`config.mk`:
```
export PLATFORM = sky130hd
export DESIGN_NAME = sync_length_crc16_framer_top
export DESIGN_NICKNAME = d
export VERILOG_FILES = /design/src/rtl/slcf_pkg.sv /design/src/rtl/slcf_front.sv /design/src/rtl/slcf_queue.sv /design/src/rtl/slcf_back.sv /design/src/rtl/sync_length_crc16_framer_top.sv
export SDC_FILE = /design/constraint.sdc
export NUM_CORES = 1
export LEC_CHECK = 0
export BUFFER_PORTS_ARGS = -buffer_cell sky130_fd_sc_hd__buf_2
export CAP_MARGIN = 20
export CORE_MARGIN = 2
export CORE_UTILIZATION = 40
export CTS_BUF_LIST = sky130_fd_sc_hd__clkbuf_2 sky130_fd_sc_hd__clkbuf_4 sky130_fd_sc_hd__clkbuf_8
export DETAILED_ROUTE_END_ITERATION = 10
export HOLD_SLACK_MARGIN = 0.05
export PLACE_DENSITY = 0.69
export SLEW_MARGIN = 20
export SYNTH_ARGS = -nofsm -noshare
export SYNTH_HDL_FRONTEND = slang
export SYNTH_SLANG_ARGS = --single-unit
```
`constraint.sdc`:
```
create_clock -name clk -period 3.98 [get_ports clk]
set_clock_uncertainty 0.1 [all_clocks]
set_input_delay 0.796 -clock clk [delete_from_list [all_inputs] [get_ports clk]]
set_output_delay 0.796 -clock clk [all_outputs]
set_load 0.02 [all_outputs]
```
`src/rtl/slcf_pkg.sv`:
```
`timescale 1ns / 1ps

package slcf_pkg;

  // CRC-16/CCITT-FALSE constants.
  localparam logic [15:0] CRC_INIT = 16'hFFFF;
  localparam logic [15:0] CRC_POLY = 16'h1021;

  // Register indexes on the configuration port.
  localparam logic [1:0] REG_SYNC_FIRST     = 2'd0;
  localparam logic [1:0] REG_SYNC_SECOND    = 2'd1;
  localparam logic [1:0] REG_FRAME_VERSION  = 2'd2;
  localparam logic [1:0] REG_PAYLOAD_LENGTH = 2'd3;

  // Queue between front and back end.
  localparam int QDEPTH = 2;
  localparam int QCNT_W = 2;

  // Configuration registers as seen by front and back end.
  typedef struct packed {
    logic [7:0] sync_first;
    logic [7:0] sync_second;
    logic [7:0] frame_version;
    logic [7:0] payload_length;
  } slcf_cfg_t;

  // One classified payload byte waiting for the back end.
  typedef struct packed {
    logic [7:0] payload_byte;
    logic       start;
    logic       finish;
  } slcf_entry_t;

  // Feed one byte into the CRC, most significant bit first.
  function automatic logic [15:0] crc_feed(input logic [15:0] crc, input logic [7:0] data);
    logic [15:0] c;
    c = crc ^ {data, 8'h00};
    for (int k = 0; k < 8; k++) begin
      if (c[15]) begin
        c = {c[14:0], 1'b0} ^ CRC_POLY;
      end else begin
        c = {c[14:0], 1'b0};
      end
    end
    return c;
  endfunction

endpackage

```
`src/rtl/slcf_front.sv`:
```
`timescale 1ns / 1ps

module slcf_front (
  input  logic                  clk,
  input  logic                  rst,
  input  slcf_pkg::slcf_cfg_t   cfg,
  input  logic                  in_valid,
  input  logic                  in_ready,
  input  logic [7:0]            in_byte,
  output slcf_pkg::slcf_entry_t entry,
  output logic [7:0]            position
);
  import slcf_pkg::*;

  logic [7:0] position_next;
  logic [7:0] pos_inc;
  logic [7:0] limit;

  // A length of zero closes the frame after one byte.
  assign limit   = (cfg.payload_length == 8'd0) ? 8'd1 : cfg.payload_length;
  assign pos_inc = position + 8'd1;

  // Classify the byte: first of a frame, last of a frame, or neither.
  always_comb begin
    entry.payload_byte = in_byte;
    entry.start        = (position == 8'd0);
    entry.finish       = (pos_inc >= limit);
    position_next      = entry.finish ? 8'd0 : pos_inc;
  end

  // Count payload bytes of the current frame.
  always_ff @(posedge clk) begin
    if (rst) begin
      position <= 8'd0;
    end else if (in_valid && in_ready) begin
      position <= position_next;
    end
  end

endmodule

```
`src/rtl/slcf_queue.sv`:
```
`timescale 1ns / 1ps

module slcf_queue (
  input  logic                        clk,
  input  logic                        rst,
  input  logic                        push_valid,
  output logic                        push_ready,
  input  slcf_pkg::slcf_entry_t       push_entry,
  output logic                        pop_valid,
  input  logic                        pop_ready,
  output slcf_pkg::slcf_entry_t       pop_entry,
  output logic [slcf_pkg::QCNT_W-1:0] count
);
  import slcf_pkg::*;

  slcf_entry_t slots [QDEPTH];
  logic        wr_ptr;
  logic        rd_ptr;
  logic        do_push;
  logic        do_pop;

  assign push_ready = (count != QCNT_W'(QDEPTH));
  assign pop_valid  = (count != '0);
  assign pop_entry  = slots[rd_ptr];
  assign do_push    = push_valid && push_ready;
  assign do_pop     = pop_valid && pop_ready;

  // Entry storage needs no reset.
  always_ff @(posedge clk) begin
    if (do_push) begin
      slots[wr_ptr] <= push_entry;
    end
  end

  // Pointers and fill count.
  always_ff @(posedge clk) begin
    if (rst) begin
      wr_ptr <= 1'b0;
      rd_ptr <= 1'b0;
      count  <= '0;
    end else begin
      if (do_push) begin
        wr_ptr <= ~wr_ptr;
      end
      if (do_pop) begin
        rd_ptr <= ~rd_ptr;
      end
      if (do_push && !do_pop) begin
        count <= count + QCNT_W'(1);
      end else if (do_pop && !do_push) begin
        count <= count - QCNT_W'(1);
      end
    end
  end

endmodule

```
`src/rtl/slcf_back.sv`:
```
`timescale 1ns / 1ps

module slcf_back (
  input  logic                  clk,
  input  logic                  rst,
  input  slcf_pkg::slcf_cfg_t   cfg,
  input  logic                  q_valid,
  output logic                  q_ready,
  input  slcf_pkg::slcf_entry_t q_entry,
  output logic                  out_valid,
  input  logic                  out_ready,
  output logic [7:0]            out_byte,
  output logic                  out_last
);
  import slcf_pkg::*;

  localparam logic [2:0] PH_NEW   = 3'd0;
  localparam logic [2:0] PH_SYNC1 = 3'd1;
  localparam logic [2:0] PH_SYNC2 = 3'd2;
  localparam logic [2:0] PH_VER   = 3'd3;
  localparam logic [2:0] PH_LEN   = 3'd4;
  localparam logic [2:0] PH_DATA  = 3'd5;
  localparam logic [2:0] PH_CRCH  = 3'd6;
  localparam logic [2:0] PH_CRCL  = 3'd7;

  logic [2:0]  phase;
  logic [2:0]  phase_next;
  logic [2:0]  cur;
  logic [15:0] crc;
  logic [15:0] crc_next;
  logic [7:0]  sel_byte;
  logic        sel_last;
  logic        feed;
  logic        load;

  // A new item may enter the output register when it is empty or being taken.
  assign load = q_valid && (!out_valid || out_ready);

  // A fresh entry starts with the header only when it opens a frame.
  always_comb begin
    if (phase == PH_NEW) begin
      cur = q_entry.start ? PH_SYNC1 : PH_DATA;
    end else begin
      cur = phase;
    end
  end

  // Byte sequencer: one output item per step.
  always_comb begin
    sel_byte   = q_entry.payload_byte;
    sel_last   = 1'b0;
    feed       = 1'b0;
    q_ready    = 1'b0;
    phase_next = phase;
    unique case (cur)
      PH_SYNC1: begin
        sel_byte   = cfg.sync_first;
        phase_next = PH_SYNC2;
      end
      PH_SYNC2: begin
        sel_byte   = cfg.sync_second;
        phase_next = PH_VER;
      end
      PH_VER: begin
        sel_byte   = cfg.frame_version;
        feed       = 1'b1;
        phase_next = PH_LEN;
      end
      PH_LEN: begin
        sel_byte   = cfg.payload_length;
        feed       = 1'b1;
        phase_next = PH_DATA;
      end
      PH_CRCH: begin
        sel_byte   = crc[15:8];
        phase_next = PH_CRCL;
      end
      PH_CRCL: begin
        sel_byte   = crc[7:0];
        sel_last   = 1'b1;
        q_ready    = load;
        phase_next = PH_NEW;
      end
      default: begin
        // Payload byte; the trailer follows when it closes the frame.
        feed    = 1'b1;
        q_ready = load && !q_entry.finish;
        phase_next = q_entry.finish ? PH_CRCH : PH_NEW;
      end
    endcase
  end

  // Running CRC, restored to its initial value after each trailer.
  always_comb begin
    if (cur == PH_CRCL) begin
      crc_next = CRC_INIT;
    end else if (feed) begin
      crc_next = crc_feed(crc, sel_byte);
    end else begin
      crc_next = crc;
    end
  end

  always_ff @(posedge clk) begin
    if (rst) begin
      phase <= PH_NEW;
      crc   <= CRC_INIT;
    end else if (load) begin
      phase <= phase_next;
      crc   <= crc_next;
    end
  end

  // Output register.
  always_ff @(posedge clk) begin
    if (rst) begin
      out_valid <= 1'b0;
    end else if (load) begin
      out_valid <= 1'b1;
    end else if (out_ready) begin
      out_valid <= 1'b0;
    end
  end

  always_ff @(posedge clk) begin
    if (load) begin
      out_byte <= sel_byte;
      out_last <= sel_last;
    end
  end

endmodule

```
`src/rtl/sync_length_crc16_framer_top.sv`:
```
`timescale 1ns / 1ps
// Channel  Dir  Handshake          Contents
// cfg      in   psel/penable       APB registers: sync_first, sync_second,
//                                  frame_version, payload_length at 0x0..0xC
// s_axis   in   s_tvalid/s_tready  one payload byte per item
// m_axis   out  m_tvalid/m_tready  one framed byte per item, tlast on CRC low byte
//
// The back-end byte sequencer sets the rate: each payload item yields its byte
// after the sync, version and length bytes if it opens a frame and before the
// CRC bytes if it closes one. A payload byte is held in the queue, then in the
// output register. Reset clears the queue, frame position, CRC and registers.
// The two-entry queue lets input be taken while the output side stalls.

module sync_length_crc16_framer_top (
  input  logic        clk,
  input  logic        rst,
  input  logic        psel,
  input  logic        penable,
  input  logic        pwrite,
  input  logic [3:0]  paddr,
  input  logic [31:0] pwdata,
  output logic [31:0] prdata,
  output logic        pready,
  input  logic        s_tvalid,
  output logic        s_tready,
  input  logic [7:0]  s_tdata,   // [7:0] payload_byte
  output logic        m_tvalid,
  input  logic        m_tready,
  output logic [7:0]  m_tdata,   // [7:0] frame_byte
  output logic        m_tlast
);
  import slcf_pkg::*;

  slcf_cfg_t         cfg;
  slcf_entry_t       front_entry;
  slcf_entry_t       q_entry;
  logic              q_valid;
  logic              q_ready;
  logic [QCNT_W-1:0] q_count;
  logic [7:0]        position;
  logic              cfg_wr;
  logic [1:0]        reg_idx;

  assign pready  = 1'b1;
  assign reg_idx = paddr[3:2];
  assign cfg_wr  = psel && penable && pwrite && pready;

  // Configuration registers.
  always_ff @(posedge clk) begin
    if (rst) begin
      cfg.sync_first     <= 8'd0;
      cfg.sync_second    <= 8'd0;
      cfg.frame_version  <= 8'd0;
      cfg.payload_length <= 8'd1;
    end else if (cfg_wr) begin
      unique case (reg_idx)
        REG_SYNC_FIRST:     cfg.sync_first     <= pwdata[7:0];
        REG_SYNC_SECOND:    cfg.sync_second    <= pwdata[7:0];
        REG_FRAME_VERSION:  cfg.frame_version  <= pwdata[7:0];
        default:            cfg.payload_length <= pwdata[7:0];
      endcase
    end
  end

  // Register read-back.
  always_comb begin
    unique case (reg_idx)
      REG_SYNC_FIRST:     prdata = {24'd0, cfg.sync_first};
      REG_SYNC_SECOND:    prdata = {24'd0, cfg.sync_second};
      REG_FRAME_VERSION:  prdata = {24'd0, cfg.frame_version};
      default:            prdata = {24'd0, cfg.payload_length};
    endcase
  end

  slcf_front u_front (
    .clk      (clk),
    .rst      (rst),
    .cfg      (cfg),
    .in_valid (s_tvalid),
    .in_ready (s_tready),
    .in_byte  (s_tdata),
    .entry    (front_entry),
    .position (position)
  );

  slcf_queue u_queue (
    .clk        (clk),
    .rst        (rst),
    .push_valid (s_tvalid),
    .push_ready (s_tready),
    .push_entry (front_entry),
    .pop_valid  (q_valid),
    .pop_ready  (q_ready),
    .pop_entry  (q_entry),
    .count      (q_count)
  );

  slcf_back u_back (
    .clk       (clk),
    .rst       (rst),
    .cfg       (cfg),
    .q_valid   (q_valid),
    .q_ready   (q_ready),
    .q_entry   (q_entry),
    .out_valid (m_tvalid),
    .out_ready (m_tready),
    .out_byte  (m_tdata),
    .out_last  (m_tlast)
  );

  // The queue never holds more than its depth.
  assert property (@(posedge clk) disable iff (rst) q_count <= QCNT_W'(QDEPTH))
    else $error("queue count above depth");

  // Input is refused only while the queue is full.
  assert property (@(posedge clk) disable iff (rst)
    !s_tready |-> (q_count == QCNT_W'(QDEPTH)))
    else $error("input stalled with room in queue");

  // The frame position always wraps before reaching its top value.
  assert property (@(posedge clk) disable iff (rst) position != 8'hFF)
    else $error("frame position overran");

  // An item accepted into an empty queue is held there at the next edge.
  assert property (@(posedge clk) disable iff (rst)
    (s_tvalid && s_tready && q_count == '0 && !m_tvalid) |=> (q_count != '0))
    else $error("accepted item lost before queue");

endmodule

```
==> metrics.txt, run 1 <==
outcome=completed; synth unique cells=56; number of top-level pins=95; GR Layer Usage met1=a little under a quarter; core area=12,000 sq um; Critical-path top delay cell=dfxtp_1; Initial DRC Count=178; Post-CTS Resized=0; DIE AREA=roughly 13,000 sq um; Seq cells post-synth=94; async set or reset register ratio after synthesis=0%; Pwr per Cell Area=roughly 530 nW/um^2; Worst VDD drop=~0.21 mV; fin nets=577; Top FF cell, synth=dfxtp_1; Final ANT Viol Nets=0; # fillers=1,145; GRT Max-Usage Layer=met2; clock sink count=94; DIE WIDTH=about 110 um; final RePlAce weighted congestion=roughly 0.9; startpoint types=register; Clk pwr share=between 20 and 30%; DRC=0; Max Root-Sink Buffers=2; CTS tree=built; Final TNS setup=0 ps; final hold violations=0; hpwl dp=about 7.9 mm; # diodes=0; CTS Root Cell=clkbuf_8; Mapped Area=4890 sq um; combinational power share=30.5%; RSZ-0062 raised after global routing=no; area of the multi-input gates=2440 sq um; maxcap violations=0; WL per Instance=~16 um; Final period util=between 80 and 90%; die height=roughly 110 um; vias in the first global route=around 3,500; Post-CTS Setup Bufs=0; clock latency at the later pin of the worst-skew pair=370 ps; CP bufs+invs=1; final global-route overflow total=0; via total after detailed routing=3,523; sequential share of power=44.2%; vias per cell=5.28; Static Leak=between 2 and 2.5 nW; synth-to-layout area growth=9.53%; met2 Usage GRT=roughly 29%; crit path cell chain=inv_1 > a22o_1 > nor2b_1 > or3_1 > ha_1 > or3_1 > a21oi_1; Synth Instances=478; CP Data Arrival Time=3420 ps; cts hold-fix bufs=0; met3 GRT Util=between 3 and 4%; FP Rows=40; EDFF count, synth=29; WL final=10.7 mm; pin count of the biggest net entering global routing=52; initial antenna violation count=0; Clk pin slew, worst setup/hold paths=roughly 90 ps; H-tree Lvls=3; share of post-route cells with drive strength above 1=between 10% and 20%; Int Pwr=0.00188 W; Tightest Hold Check Type=register to register; Critical Path RT=between 4000 and 5000 ps; worst-path fanout max=22; final slew viol count=0; Register Area=approximately 2200 sq um; CP Class=register to register; Crit path top cell by count=or3_1; Syn Area/Cell=10.2 sq um; Final min period=about 3200 ps; starting density of the core=40.9%; synth warn=0; Final Setup Violations=0; sequential area share after synthesis=~44%; GRT Total Usage=about 18%; CTS buffer count=9; CP max stage delay=between 800 and 900 ps; switch share=roughly a third; f_max=roughly 0.31 GHz; sw power=0.000958 W; first-pass GRT wire length=~18 mm; Worst Setup End Kind=register; worst slew pin tran=just under 900 ps; Worst path top cell family by delay=simple AND/OR/NAND/NOR gates; total power=about 0.0028 W; Max transition margin=between 40% and 50%; IO buf count=43; drt pass-1 iters=6
[path summary, 6_finish.rpt]
kind / from / endpoint / slack (ps) / cells after the start
max: u_back.phase[1] / u_queue.count[1] / 750 / 7
min reg2reg: u_back.out_valid / u_back.out_valid / 400 / 2
max reg2reg: u_back.phase[1] / u_queue.count[1] / 750 / 7
min: u_back.out_valid / u_back.out_valid / 400 / 2
[cell usage in the layout, fill, tap and decap left out, types with 11 or more instances in the layout]
cell and instances:
a21oi_1 32, buf_2 43, conb_1 25, dfxtp_1 65, edfxtp_1 29, ha_1 11
inv_1 16, mux2i_1 47, nand2_1 20, nor2_1 66, xnor2_1 15
[Yosys cell counts (all sizes together), types with 4 or more instances]
cell type / instances / area (sq um)
mux2i: 47 / 470
or2: 4 / 25.0
nor3: 6 / 30.0
a22o: 6 / 52.6
o21ai: 12 / 60.1
xnor2: 22 / 245
nor2: 66 / 248
o22ai: 5 / 31.3
xor2: 12 / 120
ha: 11 / 138
nand2: 20 / 75.1
nand3: 9 / 45.0
nand2b: 9 / 56.3
edfxtp: 29 / 871
a21oi: 32 / 160
nor2b: 4 / 25.0
clkbuf: 10 / 37.5
mux4: 8 / 180
buf: 37 / 263
dfxtp: 65 / 1300
inv: 16 / 60.1
nor4: 4 / 25.0
[cell type report]
cell class	count	share of cell area, %
Inverter	17	1.19
Clock inverter	3	1.28
Clock buffer	13	2.99
Timing Repair Buffer	50	4.99
Multi-Input combinational cell	343	45.6
Tap cell	147	3.43
Sequential cell	94	40.5
[power groups by stage]
stage	logic (W)	clock network, W	registers, W
floorplan	0.000685	0	0.00127
global placement	0.000839	0	0.00127
detailed placement	0.000864	0	0.00128
CTS	0.000869	0.000731	0.00126
global route	0.000950	0.000772	0.00127
finish	0.000868	0.000717	0.00126
[worst register-to-register path, cell delays in order (launching register included)]
cell and delay [ps]:
dfxtp_1 840, inv_1 140, a22o_1 500, nor2b_1 270, or3_1 410, ha_1 350, or3_1 380, a21oi_1 160
[cells by family (layout without fill, tap and decap cells)]
group | Yosys count | after routing | share of synthesized area [%]
and+or+nand+nor | 135 | 135 | 12.7
other | 2 | 25 | 0.153
xor gates and xnor gates | 34 | 34 | 7.46
buffers and inverters | 64 | 83 | 7.44
DFF | 94 | 94 | 44.4
adders and majority gates | 11 | 11 | 2.81
AOI/OAI and AO/OA | 80 | 80 | 11.1
muxes | 58 | 58 | 14.0
[metrics by stage]
stage | hold WS, ps | setup slack [ps] | util, % | cells | cell area (sq um)
after floorplan | 358 | 1190 | - | 501 | 4980
after global placement | 373 | 865 | 42.9 | 651 | 5130
after detailed placement | 392 | 777 | 42.9 | 651 | 5130
after CTS | 405 | 747 | 44.8 | 667 | 5360
after global routing | 440 | 345 | 44.8 | 667 | 5360
final | 400 | 753 | 44.8 | 667 | 5360
[flip-flops by register name (all words and copies together) (netlist names), named ones only]
signal / cells
u_queue.count: 2
u_front.position: 8
cfg: 32
u_back.out_valid: 1
u_queue.slots: 20
u_back.crc: 16
u_back.phase: 3
u_back.out_last: 1
u_queue.wr_ptr: 1
u_back.out_byte: 8
u_queue.rd_ptr: 1
[layer usage]
metal	part of all wire, %	wire, um	vias up
met2	48	5120	80
met1	46	4910	1716
met3	4.1	443	15
met5	0	0	-
li1	-	-	1712
met4	1.9	199	0
(Power assumes the default switching activity.)
==> run 2: changes to the inputs <==
--- a/config.mk
+++ b/config.mk
@@ -12,7 +12,7 @@
 export CTS_BUF_LIST = sky130_fd_sc_hd__clkbuf_2 sky130_fd_sc_hd__clkbuf_4 sky130_fd_sc_hd__clkbuf_8
 export DETAILED_ROUTE_END_ITERATION = 10
 export HOLD_SLACK_MARGIN = 0.05
-export PLACE_DENSITY = 0.69
+export PLACE_DENSITY = 0.71
 export SLEW_MARGIN = 20
 export SYNTH_ARGS = -nofsm -noshare
 export SYNTH_HDL_FRONTEND = slang
==> constraint.sdc (replaced) <==
create_clock -name clk -period 2.85 [get_ports clk]
set_clock_uncertainty 0.1 [all_clocks]
set_input_delay 0.57 -clock clk [delete_from_list [all_inputs] [get_ports clk]]
set_output_delay 0.57 -clock clk [all_outputs]
set_load 0.02 [all_outputs]
==> metrics.txt, run 2 (synthesized netlist as in run 1, its figures left out) <==
outcome=completed; most frequent cells in the layout=nor2_1, dfxtp_1, mux2i_1; commonest non-fill, non-tap cell in the layout=nor2_1; CTS buffer count=9; pre-CTS setup slack=around 160 ps; Top reg by flops=cfg; core area=12,000 sq um; Final period util=94.4%; # fillers=~1,100; cts hold-fix bufs=0; CP Data Arrival Time=2860 ps; share of post-route cells with drive strength above 1=between 15 and 20%; max reg flops=32; worst slew pin tran=roughly 600 ps; GRT Total Usage=approximately 18%; DRC=0; synth-to-layout area growth=11.1%; Critical Path RT=between 3000 and 4000 ps; # diodes=0; via total after detailed routing=between 3,000 and 4,000; starting density of the core=40.9%; WL per Instance=16.2 um; final RePlAce weighted congestion=~0.94; Critical-path top delay cell=dfxtp_1; final slew viol count=0; Post-CTS Resized=0; WL final=~11 mm; RSZ-0062 raised after global routing=yes; Initial DRC Count=160; Final min period=2690 ps; Final ANT Viol Nets=0; DIE AREA=13,100 sq um; startpoint types=register; Tightest Hold Check Type=input pin to register; CP Class=register to register; crit path cell chain=buf_4 > inv_1 > a21boi_2 > buf_4 > a21oi_1 > a22o_1 > xor2_2 > xnor2_2 > a21oi_1 > or2_1; Worst Setup End Kind=register; Final WS setup=about 160 ps; initial antenna violation count=0; f_max=0.372 GHz; final hold violations=0; IO buf count=43; Final TNS setup=0 ps; fin nets=589; vias in the first global route=about 3,400; die height=115 um; drt pass-1 iters=5; CP max stage delay=approximately 460 ps; Pwr per Cell Area=730 nW/um^2; maxcap violations=0; Static Leak=between 2 and 2.5 nW; Worst VDD drop=0.314 mV; Max Root-Sink Buffers=2; final global-route overflow total=0; Final Setup Violations=0; Clk pin slew, worst setup/hold paths=about 100 ps; number of top-level pins=between 90 and 100; worst-path fanout max=8; vias per cell=approximately 5.2; H-tree Lvls=3; clock latency at the later pin of the worst-skew pair=around 370 ps; CTS Root Cell=clkbuf_8; pin count of the biggest net entering global routing=52; CTS tree=built; first-pass GRT wire length=around 18 mm; CP bufs+invs=3; Post-CTS Setup Bufs=0; biggest regs=cfg (32), u_queue.slots (20), u_back.crc (16); hpwl dp=slightly above 8 mm; FP Rows=40; clock sink count=94; Worst path top cell family by delay=compound AO/OA/AOI/OAI gates; Max transition margin=about 60%; DIE WIDTH=roughly 110 um
-- run 2: cell count changes in the layout (fill, tap and decap cells not counted) --
cell	before	now
buf_4	7	19
inv_6	0	1
clkbuf_4	3	0
clkbuf_8	10	12
bufinv_16	2	1
clkinv_2	0	1
-- run 2: stage by stage --
step / instance area, sq um / total power (W) / hold WS (ps) / instances / utilization (%)
final: 5440 / 0.00397 / 295 / 679 / 45.5
after global routing: 5440 / 0.00418 / 278 / 679 / 45.5
after CTS: 5440 / 0.00399 / 275 / 679 / 45.5
after detailed placement: 5220 / 0.00304 / 397 / 663 / 43.7
after global placement: 5220 / 0.00300 / 371 / 663 / 43.7
after floorplan: 4980 / 0.00273 / 358 / 501 / -
-- run 2: final cells by class --
type | count | area (sq um) | share of cell area [%]
Clock buffer | 12 | 165 | 3.04
Clock inverter | 4 | 52.6 | 0.966
Inverter | 17 | 63.8 | 1.17
Multi-Input combinational cell | 343 | 2440 | 44.9
Sequential cell | 94 | 2170 | 39.9
Tap cell | 147 | 184 | 3.38
Timing Repair Buffer | 62 | 358 | 6.58
-- run 2: power by group --
group          switching, W  internal (W)  leakage [nW]  total [W]
Sequential         0.000131       0.00159         0.796    0.00172
Clock              0.000475      0.000481         0.113   0.000956
Combinational      0.000759      0.000539          1.24    0.00130
Total               0.00136       0.00261          2.15    0.00397
-- run 2: worst reg2reg max path, cell delays in order, from the launching register on --
cell      delay [ps]
dfxtp_1          460
buf_4            200
inv_1            100
a21boi_2         320
buf_4            200
a21oi_1           60
a22o_1           290
xor2_2           300
xnor2_2          210
a21oi_1          120
or2_1            230
-- run 2: routing by layer --
| layer | wire (um) | vias up | GRT usage, % | share of wire [%] |
|---|---|---|---|---|
| li1 | - | 1735 | - | - |
| met1 | 4940 | 1695 | 23.0 | 45 |
| met2 | 5410 | 103 | 29.5 | 49 |
| met3 | 528 | 8 | 3.07 | 4.8 |
| met4 | 95 | 0 | 5.20 | 0.87 |
| met5 | 0 | - | 0 | 0 |
-- run 2: path summary, 6_finish.rpt --
kind               startpoint                  end  slack (ps)  depth (start not counted)
max reg2reg   u_back.phase[0]        u_back.crc[2]         160                         10
min reg2reg  u_back.out_valid     u_back.out_valid         410                          2
max           u_back.phase[0]        u_back.crc[2]         160                         10
min                s_tdata[5]  u_queue.slots[1][7]         300                          1
==> run 3: changes to the inputs <==
--- a/config.mk
+++ b/config.mk
@@ -7,6 +7,7 @@
 export LEC_CHECK = 0
 export BUFFER_PORTS_ARGS = -buffer_cell sky130_fd_sc_hd__buf_2
 export CAP_MARGIN = 20
+export CORE_ASPECT_RATIO = 1.25
 export CORE_MARGIN = 2
 export CORE_UTILIZATION = 40
 export CTS_BUF_LIST = sky130_fd_sc_hd__clkbuf_2 sky130_fd_sc_hd__clkbuf_4 sky130_fd_sc_hd__clkbuf_8
==> metrics.txt, run 3 (synthesized netlist as in run 1, its figures left out) <==
GRT Total Usage=about 17%; Clk pin slew, worst setup/hold paths=around 100 ps; clock sink count=94; # diodes=0; Final ANT Viol Nets=0; minimum hold slack=between 200 and 300 ps; DRC=0; Placed Area=between 5000 and 6000 sq um; worst slew pin tran=roughly 700 ps; hpwl dp=slightly above 8 mm; via total after detailed routing=3,612; Final Setup Violations=0; fin nets=approximately 590; startpoint types=register; CTS tree=built; Int Pwr=around 0.0025 W; synth-to-layout area growth=11.7%; initial antenna violation count=0; Max Root-Sink Buffers=2; total power=between 0.003 and 0.004 W; final instance area=approximately 5500 sq um; final hold violations=0; Final WS setup=186 ps; # fillers=roughly 1,200; Final min period=between 2000 and 3000 ps; WL per Instance=~16 um; area of the multi-input gates=between 2000 and 2500 sq um; Worst Setup End Kind=register; Register Area=between 2000 and 2500 sq um; Critical R2R Launch=u_back.phase[0]; Final period util=~93%; outcome=completed; RR Endpoint=u_back.crc[2]; number of top-level pins=95; Initial DRC Count=175; hold_sp=s_tdata[1]; f_max=0.375 GHz; maxcap violations=0; CP Class=register to register; RSZ-0062 raised after global routing=no; final slew viol count=0; Top reg by flops=cfg; Tightest Hold Check Type=input pin to register; clock latency at the later pin of the worst-skew pair=between 300 and 400 ps; first-pass GRT wire length=17.6 mm; DIE AREA=between 10,000 and 15,000 sq um; Post-CTS Setup Bufs=0; combinational power share=34.1%; Pwr per Cell Area=between 700 and 800 nW/um^2; DIE WIDTH=around 100 um; reg2reg setup slack=about 190 ps; CP endpoint=u_back.crc[2]; final RePlAce weighted congestion=a little over 0.8; H-tree Lvls=3; biggest regs=cfg (32), u_queue.slots (20), u_back.crc (16); max reg flops=32; most frequent cells in the layout=nor2_1, dfxtp_1, mux2i_1; drt pass-1 iters=7; die height=between 100 and 150 um; worst-path fanout max=10; Worst Setup SP=u_back.phase[0]; Worst VDD drop=between 0.2 and 0.3 mV; core area=between 10,000 and 15,000 sq um; CP Data Arrival Time=~2800 ps; share of post-route cells with drive strength above 1=between 20% and 30%; switch share=a little over a third; Static Leak=roughly 2.2 nW; pre-CTS setup slack=155 ps; Critical Path RT=3010 ps; Final TNS setup=0 ps; CTS buffer count=9; commonest non-fill, non-tap cell in the layout=nor2_1; IO buf count=between 40 and 50; Clk pwr share=a little over a fifth; FP Rows=between 40 and 50; CTS Root Cell=clkbuf_8; Max transition margin=a little over half; final global-route overflow total=0; worst-case reg-to-reg path depth=9; vias per cell=approximately 5.2; vias in the first global route=3,539; pin count of the biggest net entering global routing=52; sequential share of power=~44%; sw power=0.00141 W; starting density of the core=40.6%; WL final=~11 mm
-- run 3: changes by cell type in the layout (fill, tap and decap cells not counted), sizes merged --
cell / delta
buf: +4
bufinv: -1
clkbuf: -3
clkinv: -1
clkinvlp: +2
inv: +3
-- run 3: worst min path at each step --
stage,to,slack (ps),cells after the start
after floorplan,u_front.position[7],360,2
after global placement,u_front.position[7],370,2
after detailed placement,u_front.position[7],380,2
after CTS,u_queue.slots[0][7],270,1
after global routing,u_queue.slots[1][3],270,1
final,u_queue.slots[1][3],280,1
-- run 3: critical path: stages, from the launching register on --
cell and delay (ps):
dfxtp_1 510, and2_1 250, a22o_1 360, buf_4 210, a21oi_1 50, a22o_1 290
xor2_2 180, xnor2_2 290, a21oi_1 100, or2_1 220
-- run 3: power groups by stage --
stage / Sequential, W / Combinational [W] / Clock [W]
after floorplan: 0.00177 / 0.000957 / 0
after global placement: 0.00175 / 0.00128 / 0
after detailed placement: 0.00175 / 0.00133 / 0
after CTS: 0.00172 / 0.00133 / 0.000858
after global routing: 0.00175 / 0.00146 / 0.000898
final: 0.00173 / 0.00133 / 0.000843
-- run 3: final cells by class --
type                            instances  share of cell area (%)
Clock buffer                            9                    2.27
Clock inverter                          7                    1.17
Inverter                               17                    1.17
Multi-Input combinational cell        343                    44.8
Sequential cell                        94                    39.8
Tap cell                              164                    3.75
Timing Repair Buffer                   66                    7.10
-- run 3: timing repair --
item / in CTS / in global routing
setup endpoints to repair: 0 / 3
resized for setup: 0 / 3
hold buffers: 0 / 0
-- run 3: layer usage --
metal / vias up / global-route usage, % / share of wire (%) / wire (um)
met5: - / 0 / 0 / 0
met1: 1737 / 19.9 / 39 / 4290
met2: 107 / 30.7 / 52 / 5630
met3: 27 / 3.00 / 4.5 / 493
met4: 0 / 8.98 / 4.4 / 480
li1: 1741 / - / - / -
-- run 3: metrics by stage --
step	cells	util, %
2_1_floorplan	501	-
3_3_place_gp	684	43.8
6_report	700	45.4
4_1_cts	700	45.3
5_1_grt	700	45.4
3_5_place_dp	684	43.8
